$ cat config.mk
export PLATFORM = sky130hd
export DESIGN_NAME = rmd_sqrt
export DESIGN_NICKNAME = d
export VERILOG_FILES = /design/src/sv/rmd_pkg.sv /design/src/sv/rmd_sqrt.sv
export SDC_FILE = /design/constraint.sdc
export NUM_CORES = 2
export LEC_CHECK = 0
export BUFFER_PORTS_ARGS = -buffer_cell sky130_fd_sc_hd__buf_2
export CORE_MARGIN = 1
export CORE_UTILIZATION = 57
export DETAILED_ROUTE_END_ITERATION = 10
export GPL_ROUTABILITY_DRIVEN = 0
export PLACE_DENSITY = 0.84
export SLEW_MARGIN = 0
export SYNTH_ARGS = -nofsm -noshare
export SYNTH_HDL_FRONTEND = slang
export SYNTH_SLANG_ARGS = --single-unit
$ cat constraint.sdc
create_clock -name clk_i -period 5.1 [get_ports clk_i]
set_input_delay 1.53 -clock clk_i [delete_from_list [all_inputs] [get_ports clk_i]]
set_output_delay 1.53 -clock clk_i [all_outputs]
set_load 0.05 [all_outputs]
$ cat src/sv/rmd_pkg.sv
// Shared constants and types of the rectangle distance block.
`default_nettype none
package rmd_pkg;

  // Default coordinate width (signed Q16.8).
  localparam int unsigned COORD_BITS_DEF = 24;
  // Width of the distance result (unsigned Q17.8).
  localparam int unsigned DIST_W = 25;

  // Control that travels alongside each word in the pipeline.
  typedef struct packed {
    logic valid;
    logic overlap;
  } rmd_ctl_t;

endpackage
`default_nettype wire

$ cat src/sv/rmd_sqrt.sv
// Pipelined integer square root, one result bit per register stage.
`default_nettype none
module rmd_sqrt import rmd_pkg::*; #(
  parameter int unsigned ROOT_W = COORD_BITS_DEF + 1
) (
  input  wire logic                  clk_i,
  input  wire logic                  rst_ni,
  input  wire logic [2*ROOT_W-1:0]   rad_i,
  input  wire rmd_ctl_t              ctl_i,
  output logic                       ready_o,
  output logic      [ROOT_W-1:0]     root_o,
  output rmd_ctl_t                   ctl_o,
  input  wire logic                  ready_i
);

  localparam int unsigned RadW = 2 * ROOT_W;
  localparam int unsigned RemW = ROOT_W + 2;

  logic [RadW-1:0]   rad_q  [ROOT_W];
  logic [RemW-1:0]   rem_q  [ROOT_W];
  logic [ROOT_W-1:0] root_q [ROOT_W];
  rmd_ctl_t          ctl_q  [ROOT_W];
  logic              rdy    [ROOT_W+1];

  assign rdy[ROOT_W] = ready_i;

  for (genvar s = 0; s < ROOT_W; s++) begin : g_stage
    logic [RadW-1:0]   p_rad;
    logic [RemW-1:0]   p_rem;
    logic [ROOT_W-1:0] p_root;
    rmd_ctl_t          p_ctl;
    logic [RemW-1:0]   rem_sh;
    logic [RemW-1:0]   trial;
    logic              take;

    if (s == 0) begin : g_first
      assign p_rad  = rad_i;
      assign p_rem  = '0;
      assign p_root = '0;
      assign p_ctl  = ctl_i;
    end else begin : g_next
      assign p_rad  = rad_q[s-1];
      assign p_rem  = rem_q[s-1];
      assign p_root = root_q[s-1];
      assign p_ctl  = ctl_q[s-1];
    end

    // Bring down the next two radicand bits and try root bit one.
    assign rem_sh = {p_rem[ROOT_W-1:0], p_rad[RadW-1 -: 2]};
    assign trial  = {p_root, 2'b01};
    assign take   = (rem_sh >= trial);

    assign rdy[s] = !ctl_q[s].valid || rdy[s+1];

    always_ff @(posedge clk_i or negedge rst_ni) begin
      if (!rst_ni) begin
        ctl_q[s] <= '0;
      end else if (rdy[s]) begin
        ctl_q[s] <= p_ctl;
      end
    end

    always_ff @(posedge clk_i) begin
      if (rdy[s] && p_ctl.valid) begin
        rad_q[s]  <= {p_rad[RadW-3:0], 2'b00};
        rem_q[s]  <= take ? (rem_sh - trial) : rem_sh;
        root_q[s] <= {p_root[ROOT_W-2:0], take};
      end
    end
  end

  assign ready_o = rdy[0];
  assign root_o  = root_q[ROOT_W-1];
  assign ctl_o   = ctl_q[ROOT_W-1];

endmodule
`default_nettype wire

==> results.toml <==
[outcome]
status = "completed"

[drt]
dr.first_iter.drc_count = 2982
drcViolationCount = 0
avgRoutedWirePerCell_um = 18.2
drt_pre_antenna_iters = 8
ant_nets = 0
vias = 42092
wl_um = 133000
vias_per_cell = 5.76

[sta]
hold_viol = 0
setup_viol = 0
finalSetupTns_ps = 0
slew_headroom = 0.211
clock.fmax_mhz = 200
fin_crit_ps = 5000
tightest_slew_ps = 1170
rsz0062_at_grt = "true"
slew_viol_final = 0
period_share = 0.981
skew_ps = 34.2

[critical_path]
path_class = "in2out"
worstPathArrival_ps = 3470
worstPathMaxFanout = 3
cp-start-kind = "input pin"
endpoint_kind = "output port"
required_ps = 3570
r2r_slack_ps = 1010

[yosys]
synthAdderAreaFrac = 0.0624
synth_flop_cell = "edfxtp_1"
ys_types = 80
synthCells = 5345
synthMuxAreaShare = 0.0148
synth_xor_area_frac = 0.0546
synth_edf_count = 1492
syn_avg_cell_area_sq_um = 13.2
ys_seq_area_frac = 0.654
synthSimpleGateAreaFrac = 0.101
netlist_area_sq_um = 70400
yosysTopAreaCellShare = 0.636
yosysWarnings = 0
synth_compound_area_frac = 0.0847
synth_seq_cells = 1542
synth_nets = 5751
synthTopCellsByArea = "edfxtp_1, ha_1, xnor2_1"
synth.largest_area_cell = "edfxtp_1"
synthArstFlopShare = 0.0324
synth_top_family_by_area = "simple AND/OR/NAND/NOR gates"

[worst_hold_path]
hold_class = "reg2reg"

[clocking]
cts_root_buffer = "clkbuf_16"
cts_sinks = 1542
insertion_delay_ps = 800
cts_tree = "built"
cts_buffers = 153
clock_path_buffers = 3
cts.htree.levels = 4
clkTransAtPathRegs_ps = 60
cts_hold_buf = 0

[run]
max_cap_viol_count = 0

[floorplan]
io_pins = 83
start_util = 0.576
die_height_um = 353
die_area_sq_um = 125000
die_x_um = 353
rows = 128
core-area_sq_um = 122000

[cells_and_area]
multiInputGateArea_sq_um = 22500
area_delta_synth_final_pct = 11.2
regArea_sq_um = 46100
fill_cells = 8154
mostFrequentLayoutCell = "edfxtp_1"
nNetsFinal = 5962
diodes = 0
stdcell_area_sq_um = 78300
layout_common_cells = "edfxtp_1, inv_1, nand2_1"
drive_gt1_frac = 0.0941
finish.utilization = 0.641

[placed_design]
io_buffer_count = 82
hpwl_um = 93300
post_dp_cell_area_sq_um = 73200

[global_route]
overflow = 0
grt_pass1_vias = 43627
antenna_found_initial = 1
grt_max_degree = 73
grt_first_pass_wirelength_um = 213000
grt_use_total = 0.212

[pwr]
p_total_mw = 39.5
irDropWorstVdd_v = 0.000411
leakage_nw = 29.9
power_density_nw_per_um2 = 505
repair_timing:
action | 4_1_cts | 5_1_grt
endpoints found under the setup margin | 1 | 1
buffers inserted | 1 | 1
gates resized for setup | 6 | 3
pin swaps | 1 | 0
sequential cells by signal, summed over array words and instances, names as in the netlist:
name,cells
rad_q,600
rem_q,567
root_q,325
ctl_q,48
ctl_o,2
per-layer routing:
metal	track usage	wire (um)	up-vias
met1	0.212	46800	20169
li1	-	-	20071
met3	0.0322	5830	450
met4	0.135	7860	0
met5	0	0	-
met2	0.407	72500	1402
synthesized netlist by cell type, drive strengths merged (43+ instances only):
library cell  number
a21o              95
a21oi            315
clkbuf            68
dfrtp             50
edfxtp          1492
ha               351
inv              440
mux2              84
nand2            357
nand2b            96
nand3             82
nand4             63
nor2             308
nor2b             64
nor3             146
nor4              65
o21a              79
o21ai            264
or3               43
xnor2            245
xor2             194
final timing paths:
kind,endpoint,depth (start not counted),start
setup reg to reg,rem_q[4][2]$_DFFE_PP_,12,rem_q[3][82]$_DFFE_PP_
hold / removal,rad_q[2][4]$_DFFE_PP_,0,rad_q[1][2]$_DFFE_PP_
hold reg to reg,rad_q[2][4]$_DFFE_PP_,0,rad_q[1][2]$_DFFE_PP_
setup / recovery,ready_o,11,ready_i
min in group asynchronous,ctl_q[19]$_DFFE_PN0P_,2,rst_ni
max in group asynchronous,ctl_q[23]$_DFFE_PN0P_,2,rst_ni
metrics by stage:
stage | hold WS, ps | setup WS (ps) | cells
floorplan | 400 | 27.3 | 5345
global placement | 401 | -141 | 7024
detailed placement | 405 | -96.9 | 7024
CTS | 414 | 4.83 | 7307
global route | 415 | -23.8 | 7308
finish | 414 | 95.7 | 7308
final cells by class:
| type | instances | share of cell area |
|---|---|---|
| Clock inverter | 94 | 0.0136 |
| Tap cell | 1625 | 0.0260 |
| Clock buffer | 188 | 0.0511 |
| Multi-Input combinational cell | 3279 | 0.288 |
| Inverter | 440 | 0.0211 |
| Timing Repair Buffer | 140 | 0.0118 |
| Sequential cell | 1542 | 0.588 |
where the power goes:
group / internal (mW) / total, mW / switching (mW)
clock network: 6.38 / 11.2 / 4.81
registers: 16.8 / 17.9 / 1.17
logic: 4.36 / 10.4 / 6.03
cell families after synthesis:
family                     count (synthesis)
DFF                                     1542
and+or+nand+nor                         1418
AOI/OAI and AO/OA                        977
buffers and inverters                    524
xor gates and xnor gates                 439
adders and majority gates                351
muxes                                     93
other                                      1
critical path, stage by stage:
cell and delay, ps:
buf_6 90, and4b_2 290, nand4_1 170, buf_6 190, or4_4 440, inv_4 80
nand2_4 60, nor2_4 90, and2_4 150, nand4_1 150, buf_6 210
Power figures use the tool's default switching activity.
